File: src/rtl/core/multiset_bag_table_unit_macros.svh
// Assertion helpers used by the bag table unit.
`ifndef MULTISET_BAG_TABLE_UNIT_MACROS_SVH
`define MULTISET_BAG_TABLE_UNIT_MACROS_SVH

// Property that must hold at every rising clock edge outside reset.
`define MBT_ASSERT_ALWAYS(label, prop, msg) \
    label: assert property (@(posedge clk) disable iff (!rst_n) (prop)) \
        else $error(msg);

// Implication whose consequent is checked in the cycle after the antecedent.
`define MBT_ASSERT_NEXT(label, ante, cons, msg) \
    label: assert property (@(posedge clk) disable iff (!rst_n) (ante) |=> (cons)) \
        else $error(msg);

`endif

File: src/rtl/core/mbt_pkg.sv
`timescale 1ns / 1ps

package mbt_pkg;

    localparam int CAPACITY_DEF = 16;
    localparam int VALUE_W      = 32;
    localparam int FIELD_W      = 5;

    typedef enum logic [1:0] {
        ACT_ADD    = 2'd0,
        ACT_REMOVE = 2'd1,
        ACT_QUERY  = 2'd2,
        ACT_CLEAR  = 2'd3
    } action_t;

    // Control part of the probe that walks down the row of cells
    typedef struct packed {
        logic valid;
        logic remove;
        logic found;
    } probe_t;

    // Entry handed to the left neighbour while a removal closes the gap
    typedef struct packed {
        logic               valid;
        logic [VALUE_W-1:0] data;
    } push_t;

endpackage

File: src/rtl/core/mbt_cell.sv
`timescale 1ns / 1ps

module mbt_cell
    import mbt_pkg::*;
#(
    parameter int CNT_W = 5,
    parameter int IDX   = 0
)
(
    input  logic               clk,
    input  logic               rst_n,
    input  logic [CNT_W-1:0]   count,
    input  logic               add_en,
    input  logic [VALUE_W-1:0] add_value,
    input  probe_t             ctrl_in,
    input  logic [VALUE_W-1:0] value_in,
    input  logic [CNT_W-1:0]   freq_in,
    input  push_t              push_in,
    output probe_t             ctrl_out,
    output logic [VALUE_W-1:0] value_out,
    output logic [CNT_W-1:0]   freq_out,
    output push_t              push_out
);

    localparam logic [CNT_W-1:0] IDX_C = CNT_W'(IDX);

    logic [VALUE_W-1:0] entry_reg;
    probe_t             ctrl_reg;
    probe_t             ctrl_next;
    logic [VALUE_W-1:0] value_reg;
    logic [CNT_W-1:0]   freq_reg;
    logic [CNT_W-1:0]   freq_next;
    logic               active;
    logic               hit;

    // Only slots below the held count take part in a scan
    assign active = ctrl_in.valid && (IDX_C < count);
    assign hit    = active && (entry_reg == value_in);

    always_comb
    begin
        ctrl_next       = ctrl_in;
        ctrl_next.found = ctrl_in.found | hit;
        freq_next       = freq_in + CNT_W'(hit);
    end

    // Once the removed slot lies behind the probe, hand this entry one slot left
    assign push_out.valid = ctrl_in.valid && ctrl_in.remove && ctrl_in.found;
    assign push_out.data  = entry_reg;

    always_ff @(posedge clk or negedge rst_n)
    begin
        if (!rst_n)
        begin
            ctrl_reg <= '0;
        end
        else
        begin
            ctrl_reg <= ctrl_next;
        end
    end

    always_ff @(posedge clk)
    begin
        value_reg <= value_in;
        freq_reg  <= freq_next;
        if (add_en && (count == IDX_C))
        begin
            entry_reg <= add_value;
        end
        else if (push_in.valid)
        begin
            entry_reg <= push_in.data;
        end
    end

    assign ctrl_out  = ctrl_reg;
    assign value_out = value_reg;
    assign freq_out  = freq_reg;

endmodule

File: src/rtl/core/multiset_bag_table_unit.sv
`timescale 1ns / 1ps
// Channel | Signals                               | Direction
// input   | in_valid, in_stall, action, value     | item in, stall out
// output  | out_valid, out_stall, ok, frequency,  | result out, stall in
//         | size, empty_res                       |
//
// Add and clear go from IDLE straight to FINISH, which loads the output register.
// Remove and query send a probe down the row of CAPACITY cells, one cell a cycle;
// the outcome is taken from the probe as it leaves the last cell.
// Reset empties the table; entries themselves are not cleared.
// One item is in work at a time; the next transfer is taken once its result sits
// in the output register, even while out_stall holds that result.

module multiset_bag_table_unit
    import mbt_pkg::*;
#(
    parameter int CAPACITY = CAPACITY_DEF
)
(
    input  logic                      clk,
    input  logic                      rst_n,
    input  logic                      in_valid,
    output logic                      in_stall,
    input  logic [1:0]                action,
    input  logic signed [VALUE_W-1:0] value,
    output logic                      out_valid,
    input  logic                      out_stall,
    output logic                      ok,
    output logic [FIELD_W-1:0]        frequency,
    output logic [FIELD_W-1:0]        size,
    output logic                      empty_res
);

    `include "multiset_bag_table_unit_macros.svh"

    localparam int CNT_W = $clog2(CAPACITY + 1);
    localparam logic [CNT_W-1:0] CAP_C = CNT_W'(CAPACITY);

    typedef enum logic [2:0] {
        ST_IDLE   = 3'b001,
        ST_SCAN   = 3'b010,
        ST_FINISH = 3'b100
    } state_t;

    state_t             state_reg, state_next;
    logic [CNT_W-1:0]   count_reg, count_next;
    logic               res_ok_reg, res_ok_next;
    logic [CNT_W-1:0]   res_freq_reg, res_freq_next;
    logic               out_valid_reg, out_valid_next;
    logic               ok_reg;
    logic [FIELD_W-1:0] freq_reg;
    logic [FIELD_W-1:0] size_reg;
    logic               empty_reg;

    logic               accept;
    logic               add_en;
    logic               out_load;
    action_t            act;
    logic [VALUE_W-1:0] value_u;

    probe_t             pc  [CAPACITY+1];
    logic [VALUE_W-1:0] pv  [CAPACITY];
    logic [CNT_W-1:0]   pf  [CAPACITY+1];
    push_t              psh [CAPACITY+1];
    probe_t             tail;

    function automatic logic [FIELD_W-1:0] sat_field(input logic [CNT_W-1:0] x);
        logic [FIELD_W-1:0] r;
        if (int'(x) > (2 ** FIELD_W) - 1)
        begin
            r = '1;
        end
        else
        begin
            r = FIELD_W'(x);
        end
        return r;
    endfunction

    assign act      = action_t'(action);
    assign value_u  = value;
    assign in_stall = (state_reg != ST_IDLE);
    assign accept   = in_valid && !in_stall;
    assign add_en   = accept && (act == ACT_ADD) && (count_reg < CAP_C);

    // Launch a probe into the head of the row for remove and query
    assign pc[0].valid  = accept && ((act == ACT_REMOVE) || (act == ACT_QUERY));
    assign pc[0].remove = (act == ACT_REMOVE);
    assign pc[0].found  = 1'b0;
    assign pv[0]        = value_u;
    assign pf[0]        = '0;
    assign psh[CAPACITY] = '0;

    genvar i;
    generate
        for (i = 0; i < CAPACITY; i++)
        begin : g_cell
            if (i < CAPACITY - 1)
            begin : g_mid
                mbt_cell #(
                    .CNT_W (CNT_W),
                    .IDX   (i)
                ) u_cell (
                    .clk       (clk),
                    .rst_n     (rst_n),
                    .count     (count_reg),
                    .add_en    (add_en),
                    .add_value (value_u),
                    .ctrl_in   (pc[i]),
                    .value_in  (pv[i]),
                    .freq_in   (pf[i]),
                    .push_in   (psh[i+1]),
                    .ctrl_out  (pc[i+1]),
                    .value_out (pv[i+1]),
                    .freq_out  (pf[i+1]),
                    .push_out  (psh[i])
                );
            end
            else
            begin : g_last
                mbt_cell #(
                    .CNT_W (CNT_W),
                    .IDX   (i)
                ) u_cell (
                    .clk       (clk),
                    .rst_n     (rst_n),
                    .count     (count_reg),
                    .add_en    (add_en),
                    .add_value (value_u),
                    .ctrl_in   (pc[i]),
                    .value_in  (pv[i]),
                    .freq_in   (pf[i]),
                    .push_in   (psh[i+1]),
                    .ctrl_out  (pc[i+1]),
                    .value_out (),
                    .freq_out  (pf[i+1]),
                    .push_out  (psh[i])
                );
            end
        end
    endgenerate

    assign tail     = pc[CAPACITY];
    assign out_load = (state_reg == ST_FINISH) && (!out_valid_reg || !out_stall);

    always_comb
    begin
        state_next    = state_reg;
        count_next    = count_reg;
        res_ok_next   = res_ok_reg;
        res_freq_next = res_freq_reg;
        case (state_reg)
            ST_IDLE:
            begin
                if (accept)
                begin
                    res_freq_next = '0;
                    case (act)
                        ACT_ADD:
                        begin
                            res_ok_next = (count_reg < CAP_C);
                            if (count_reg < CAP_C)
                            begin
                                count_next = count_reg + 1'b1;
                            end
                            state_next = ST_FINISH;
                        end
                        ACT_CLEAR:
                        begin
                            res_ok_next = 1'b1;
                            count_next  = '0;
                            state_next  = ST_FINISH;
                        end
                        default:
                        begin
                            state_next = ST_SCAN;
                        end
                    endcase
                end
            end
            ST_SCAN:
            begin
                // The probe leaving the last cell carries the scan outcome
                if (tail.valid)
                begin
                    if (tail.remove)
                    begin
                        res_ok_next   = tail.found;
                        res_freq_next = '0;
                        if (tail.found)
                        begin
                            count_next = count_reg - 1'b1;
                        end
                    end
                    else
                    begin
                        res_ok_next   = (pf[CAPACITY] != '0);
                        res_freq_next = pf[CAPACITY];
                    end
                    state_next = ST_FINISH;
                end
            end
            ST_FINISH:
            begin
                if (out_load)
                begin
                    state_next = ST_IDLE;
                end
            end
            default:
            begin
                state_next = ST_IDLE;
            end
        endcase
    end

    always_comb
    begin
        if (out_load)
        begin
            out_valid_next = 1'b1;
        end
        else if (out_stall)
        begin
            out_valid_next = out_valid_reg;
        end
        else
        begin
            out_valid_next = 1'b0;
        end
    end

    always_ff @(posedge clk or negedge rst_n)
    begin
        if (!rst_n)
        begin
            state_reg     <= ST_IDLE;
            count_reg     <= '0;
            out_valid_reg <= 1'b0;
        end
        else
        begin
            state_reg     <= state_next;
            count_reg     <= count_next;
            out_valid_reg <= out_valid_next;
        end
    end

    always_ff @(posedge clk)
    begin
        res_ok_reg   <= res_ok_next;
        res_freq_reg <= res_freq_next;
        if (out_load)
        begin
            ok_reg    <= res_ok_reg;
            freq_reg  <= sat_field(res_freq_reg);
            size_reg  <= sat_field(count_reg);
            empty_reg <= (count_reg == '0);
        end
    end

    assign out_valid = out_valid_reg;
    assign ok        = ok_reg;
    assign frequency = freq_reg;
    assign size      = size_reg;
    assign empty_res = empty_reg;

    `MBT_ASSERT_ALWAYS(a_count_range, count_reg <= CAP_C,
        "held count beyond capacity")
    `MBT_ASSERT_ALWAYS(a_tail_in_scan, !tail.valid || (state_reg == ST_SCAN),
        "probe left the row outside a scan")
    `MBT_ASSERT_ALWAYS(a_no_head_push, !psh[0].valid,
        "entry shifted out of the head cell")
    `MBT_ASSERT_NEXT(a_remove_shrinks, tail.valid && tail.remove && tail.found,
        count_reg == $past(count_reg) - 1'b1, "successful remove did not shrink count")
    `MBT_ASSERT_NEXT(a_accept_busy, accept, state_reg != ST_IDLE,
        "transfer taken without starting work")

endmodule

File: config.mk
export PLATFORM = sky130hd
export DESIGN_NAME = multiset_bag_table_unit
export DESIGN_NICKNAME = d
export VERILOG_FILES = /design/src/rtl/core/mbt_pkg.sv /design/src/rtl/core/mbt_cell.sv /design/src/rtl/core/multiset_bag_table_unit.sv
export VERILOG_INCLUDE_DIRS = /design/src /design/src/rtl/core
export SDC_FILE = /design/constraint.sdc
export NUM_CORES = 2
export LEC_CHECK = 0
export BUFFER_PORTS_ARGS = -buffer_cell sky130_fd_sc_hd__clkbuf_2
export CORE_ASPECT_RATIO = 0.6
export CORE_MARGIN = 4
export CORE_UTILIZATION = 40
export DETAILED_ROUTE_END_ITERATION = 6
export GPL_TIMING_DRIVEN = 0
export HOLD_SLACK_MARGIN = 0.03
export PLACE_DENSITY = 0.55
export SKIP_CTS_REPAIR_TIMING = 1
export SLEW_MARGIN = 20
export SYNTH_ARGS = -nofsm -noshare
export SYNTH_HDL_FRONTEND = slang
export SYNTH_SLANG_ARGS = --single-unit
File: constraint.sdc
create_clock -name clk -period 3.8 [get_ports clk]
set_input_delay 0.38 -clock clk [delete_from_list [all_inputs] [get_ports clk]]
set_output_delay 0.38 -clock clk [all_outputs]
set_load 0.01 [all_outputs]
======== Word level (Yosys, flattened, before mapping) ========
Cells that the tools add are included.
storage, ports and cells
  register bits ........................... 1143
  output and inout bits ................... 14
cells by class
  add/subtract/negate cells ............... 17
  $lt $le $gt $ge ......................... 17
  equal/unequal tests ..................... 46
  multiplexer cells ....................... 53
  bitwise gates (word level) .............. 15
  reductions and logical operators ........ 112
operators by type and width
  cell                   number
  $mux W32               30
  $eq A32 B32 Y1         16
  $logic_and A1 B1 Y1    83
  $add A5 B1 Y5          14
  $eq A5 B4 Y1 const B   8
  $lt A4 B5 Y1 const A   8
  $mux W5                8
  $reduce_bool A2 Y1     16
  $pmux W5 S2            3
  $eq A5 B3 Y1 const B   4
  $lt A3 B5 Y1 const A   4
  $or A1 B1 Y1           15
  $mux W3                4
  $eq A5 B2 Y1 const B   2
  $lt A1 B5 Y1 const A   2
  $lt A2 B5 Y1 const A   2
  $pmux W3 S3            1
  $ne A2 B1 Y1 const B   4
  $reduce_and A7 Y1      1
  $reduce_and A3 Y1      2
  $add A5 B1 Y5 const B  1
  $eq A5 B1 Y1 const B   1
  $logic_not A5 Y1       1
  $lt A5 B5 Y1 const B   1
  other kinds (19)       29

======== Depth between registers and ports, before layout ========
  depth in word-level cells ............... 7
  mapped depth ............................ 9
  mapped depth without buffers ............ 9

======== Hierarchy ========
From an unflattened synthesis, not the netlist that was laid out.
second synthesis, totals
  cells, all modules ...................... 2766
  area total of the unflattened synthesis .. 44705.4 um^2
by module, submodules not included
  module                                  instances  cells an instance  area an instance (um^2)
  mbt_cell (g_cell[11].g_mid.u_cell ...)  2          165                2655.0
  mbt_cell (g_cell[10].g_mid.u_cell)      1          166                2796.4
  mbt_cell (g_cell[9].g_mid.u_cell)       1          165                2787.7
  mbt_cell (g_cell[1].g_mid.u_cell)       1          165                2781.4
  mbt_cell (g_cell[13].g_mid.u_cell)      1          166                2775.2
  mbt_cell (g_cell[14].g_mid.u_cell)      1          166                2770.2
  mbt_cell (g_cell[12].g_mid.u_cell)      1          167                2763.9
  mbt_cell (g_cell[0].g_mid.u_cell)       1          166                2753.9
  mbt_cell (g_cell[4].g_mid.u_cell)       1          167                2753.9
  mbt_cell (g_cell[3].g_mid.u_cell)       1          167                2662.6
  mbt_cell (g_cell[2].g_mid.u_cell)       1          165                2660.1
  mbt_cell (g_cell[6].g_mid.u_cell)       1          165                2657.5
  mbt_cell (g_cell[8].g_mid.u_cell)       1          166                2638.8
  mbt_cell (g_cell[7].g_mid.u_cell)       1          165                2633.8
  2 more rows                             --         --                 --

======== Least setup slack after synthesis ========
OpenSTA, ideal clock, no wires.
  path type ............................... reg-to-reg
  from .................................... reg state_reg[0]
  to ...................................... reg g_cell[15].g_last.u_cell.entry_reg[0], enable pin
  arrival ................................. 2375 ps
  required time ........................... 3379 ps
  path slack .............................. 1004 ps
  cell stages (with the launch flop) ...... 4
  period minus slack after synthesis ...... 2796 ps
  cell sequence ........................... dfstp_2 > nor3b_4 > nand4_1 > nor2_1
on the way
  longest elaborated chain between the ends .. 6
RTL lines
  element                           line                            text
  from (decl)                       multiset_bag_table_unit.sv:45   state_t state_reg, state_next;
  from (signal assigned)            multiset_bag_table_unit.sv:243  state_reg <= state_next;
  $ne A3 B1 Y1                      multiset_bag_table_unit.sv:82   assign in_stall = (state_reg != ST_IDLE);
  $logic_not A1 Y1                  multiset_bag_table_unit.sv:83   assign accept = in_valid && !in_stall;
  $logic_and A1 B1 Y1               multiset_bag_table_unit.sv:83
  $logic_and A1 B1 Y1 (2 in a row)  multiset_bag_table_unit.sv:84   assign add_en = accept && (act == ACT_ADD) && (count_reg < CAP_C);
  $logic_and A1 B1 Y1               mbt_cell.sv:67                  if (add_en && (count == IDX_C))
  to (signal assigned)              mbt_cell.sv:69                  entry_reg <= add_value;
  to (signal assigned)              mbt_cell.sv:73                  entry_reg <= push_in.data;
  to (decl)                         mbt_cell.sv:27                  logic [VALUE_W-1:0] entry_reg;
Every way passes these cells.
A chain may end at the register's enable or synchronous reset.

======== Final worst setup path ========
  from .................................... reg count_reg[4]
  to ...................................... reg g_cell[9].g_mid.u_cell.entry_reg[24], enable pin
on the way
  longest elaborated chain between the ends .. 4
RTL lines
  element                                  line                            text
  from (decl)                              multiset_bag_table_unit.sv:46   logic [CNT_W-1:0] count_reg, count_next;
  from (signal assigned)                   multiset_bag_table_unit.sv:244  count_reg <= count_next;
  $lt A5 B5 Y1                             multiset_bag_table_unit.sv:84
  $logic_and A1 B1 Y1                      multiset_bag_table_unit.sv:84
  $logic_and A1 B1 Y1 (*)                  mbt_cell.sv:67
  $reduce_bool A2 Y1 (no source line) (*)  --
  to (signal assigned)                     mbt_cell.sv:69
  to (signal assigned)                     mbt_cell.sv:73
  to (decl)                                mbt_cell.sv:27
Every way passes the cells marked *; elsewhere a longest branch is shown, timed or not.

==> flow_metrics.py <==
metrics = {
    "synthesis": {
        "syn_avg_cell_area_sq_um": 15.6,
        "ys_ff_latch": 1137,
        "seq_area_frac_synth": 0.681,
        "yosys.area.top_type_share": 0.382,
        "synthArstFlopShare": 0.0501,
        "syn-num-nets": 2742,
        "synth_area_leaders": "edfxtp_1, dfxtp_1, mux2_2, xor2_1, xnor2_1",
        "synth_warnings": 0,
        "ys.flop_type": "dfxtp_1",
        "syn_inst": 2667,
        "yosysTopAreaCell": "edfxtp_1",
        "synthDistinctLibCells": 56,
        "synth_edf_count": 530,
        "synth_area_sq_mm": 0.0416,
    },
    "critical_path": {
        "cp.required_ns": 4.20,
        "startpoint_type": "flip-flop",
        "cp_max_fo": 21,
        "worstSetupEndpointType": "flip-flop",
        "r2r_setup_slack_ns": 0.11,
        "arrival_ns": 4.09,
        "crit_type": "flip-flop to flip-flop",
    },
    "layout": {
        "area_growth_pct": 13.9,
        "final_cells": 4322,
        "nets": 2913,
        "drive_above_1_share": 0.280,
        "fin_area_sq_mm": 0.0474,
    },
    "drt": {
        "top_layer_used": "met5",
        "avgRoutedWirePerCell_um": 30.9,
        "wl_met1_um": 61500,
        "first_pass_iters": 5,
        "antenna_left": 0,
        "drt_iter0_markers": 2456,
        "wl_um": 134000,
        "num_vias": 23200,
        "drc": 0,
        "via_per_inst": 5.38,
        "route.met2.wl_um": 50600,
        "wl_met3_um": 18900,
    },
    "placement": {
        "post_dp_cell_area_sq_mm": 0.0439,
        "hpwl_um": 101000,
        "gp_congestion": 0.969,
        "dp_cells": 4122,
        "io_buffers": 51,
    },
    "global_routing": {
        "globalRouteOverflowTotal": 0,
        "antenna_found_initial": 20,
        "grt_util_all_layers": 0.241,
        "grt_pass1_vias": 23200,
        "grt_pass1_wl_um": 183000,
        "grt_max_degree": 33,
    },
    "pwr": {
        "power_density_mw_per_mm2": 549,
        "power_mw": 26.0,
        "ir_drop_mv": 0.361,
        "power.leakage_nw": 17.3,
    },
    "cts": {
        "cts_htree_levels": 3,
        "clkLatencyLatePin_ns": 0.72,
        "cts_root_buf": "clkbuf_16",
        "cts_tree": "yes",
        "cts_buffers": 100,
        "cts.sinks": 1137,
        "clkTransAtPathRegs_ns": 0.07,
        "clk_path_buf_depth": 3,
    },
    "die": {
        "dieArea_sq_mm": 0.109,
        "die_h_um": 258,
        "die_w_um": 425,
        "rows": 91,
        "core-area_sq_mm": 0.103,
        "initial_core_util": 0.404,
        "ioPinCount": 52,
    },
    "hold_path": {
        "min_path_type": "primary input to flip-flop",
    },
    "sta": {
        "slew_headroom": 0.167,
        "holdWs_ns": 0.00984,
        "fin_crit_ns": 3.69,
        "hold_viol_final": 0,
        "rsz0062_at_grt": "false",
        "finalSetupViolCount": 0,
        "finalMaxSlewViolations": 0,
        "fin_crit_sh": 0.972,
        "max_freq_ghz": 0.271,
        "worst-slew-pin-transition_ns": 1.25,
        "finalClockSkew_ns": 0.0326,
    },
    "run": {
        "maxCapViolations": 0,
    },
    "outcome": {
        "outcome": "complete, no violations",
    },
}
[cells by family (layout without fill, tap and decap cells)]
| group | count (synthesis) | in the layout | synth area share |
|---|---|---|---|
| DFF | 1137 | 1137 | 0.681 |
| xor gates and xnor gates | 548 | 548 | 0.115 |
| muxes | 481 | 481 | 0.130 |
| and+or+nand+nor | 320 | 320 | 0.0444 |
| buffers and inverters | 98 | 356 | 0.0104 |
| AOI/OAI and AO/OA | 46 | 46 | 0.00778 |
| adders and majority gates | 37 | 37 | 0.0111 |
| other | 0 | 2 | 0 |
[cells in the final DEF, fill, tap and decap left out, types with 6 or more instances in the layout]
master and instances:
a21oi_1 11, and2_1 6, buf_2 41, buf_4 6
bufinv_16 7, clkbuf_1 42, clkbuf_16 104, clkbuf_2 69
clkbuf_8 14, clkinv_2 20, clkinvlp_4 8, dfrtp_1 56
dfxtp_1 550, dlygate4sd3_1 6, edfxtp_1 530, ha_1 37
inv_1 12, mux2_2 481, nand2_1 22, nand2_2 19
nand3_1 61, nand4_1 61, nor2_1 12, nor3_1 14
nor4_1 84, o21ai_0 9, or2_2 9, xnor2_1 230
xor2_1 318
[through the flow]
step	utilization	TNS, ns	setup WS (ns)
2_1_floorplan	-	0	1.00
3_3_place_gp	0.424	-151.34	-1.14
3_5_place_dp	0.426	-26.53	-0.502
4_1_cts	0.459	-29.67	-0.537
5_1_grt	0.460	0	0.0249
6_report	0.460	0	0.105
[critical path: stages (launching register included)]
cell	delay (ns)
dfrtp_1	0.64
nor2b_2	0.51
nand4_1	0.54
nor2_1	0.54
nand2_2	0.26
buf_2	0.29
nand2_2	0.33
buf_16	0.23
[metal layers]
| metal | global-route usage | vias to the layer above |
|---|---|---|
| li1 | - | 9983 |
| met1 | 0.361 | 11900 |
| met3 | 0.119 | 165 |
| met5 | 0.00965 | - |
| met4 | 0.0527 | 14 |
| met2 | 0.304 | 1144 |
[power breakdown]
group / leakage [nW] / internal, mW / switching (mW)
combinational: 5.45 / 0.500 / 1.22
clock: 1.66 / 5.83 / 4.79
sequential: 10.1 / 13.2 / 0.477
total: 17.3 / 19.5 / 6.49
[Yosys cell counts, types with 2 or more instances]
master      n
nor3_1     14
clkbuf_1   42
a21oi_1    12
dfxtp_1   550
nor2_1     13
buf_2      41
nand3_1    61
nor4_1     86
nand2_2     7
buf_4       2
nor3b_1     3
nand2b_1    2
or2_2       9
xnor2_1   230
ha_1       37
o31ai_1     2
inv_1      12
and3_1      5
o41ai_1     4
nor2b_1     2
edfxtp_1  530
a31oi_1     3
a31o_2      2
o21ai_0     9
nand3b_1    3
or4_1       2
nand2_1    36
and4_1      3
xor2_1    318
nand4_1    61
and2_1      6
mux2_2    481
dfrtp_1    56
[worst paths after layout]
path | endpoint | cells after the start | from
min in group asynchronous | state_reg[2] | 2 | rst_n
worst max-delay path | g_cell[9].g_mid.u_cell.entry_reg[24] | 7 | count_reg[4]
worst min register to register | g_cell[10].g_mid.u_cell.value_out[21] | 0 | g_cell[9].g_mid.u_cell.value_out[21]
worst max register to register | g_cell[9].g_mid.u_cell.entry_reg[24] | 7 | count_reg[4]
worst min-delay path | g_cell[0].g_mid.u_cell.ctrl_out[1] | 3 | action[1]
max in group asynchronous | g_cell[1].g_mid.u_cell.ctrl_out[0] | 3 | rst_n
[final cells by class]
cell class | instances | area [sq um]
fill | 8953 | 55600
sequential | 1137 | 28400
multi-input combinational | 1432 | 12900
clock buffer | 137 | 2870
tap | 1395 | 1750
clock inverter | 52 | 546
timing repair buffer | 69 | 522
buffer | 86 | 413
inverter | 12 | 45.0
antenna | 2 | 5.00
Power figures use the tool's default switching activity.
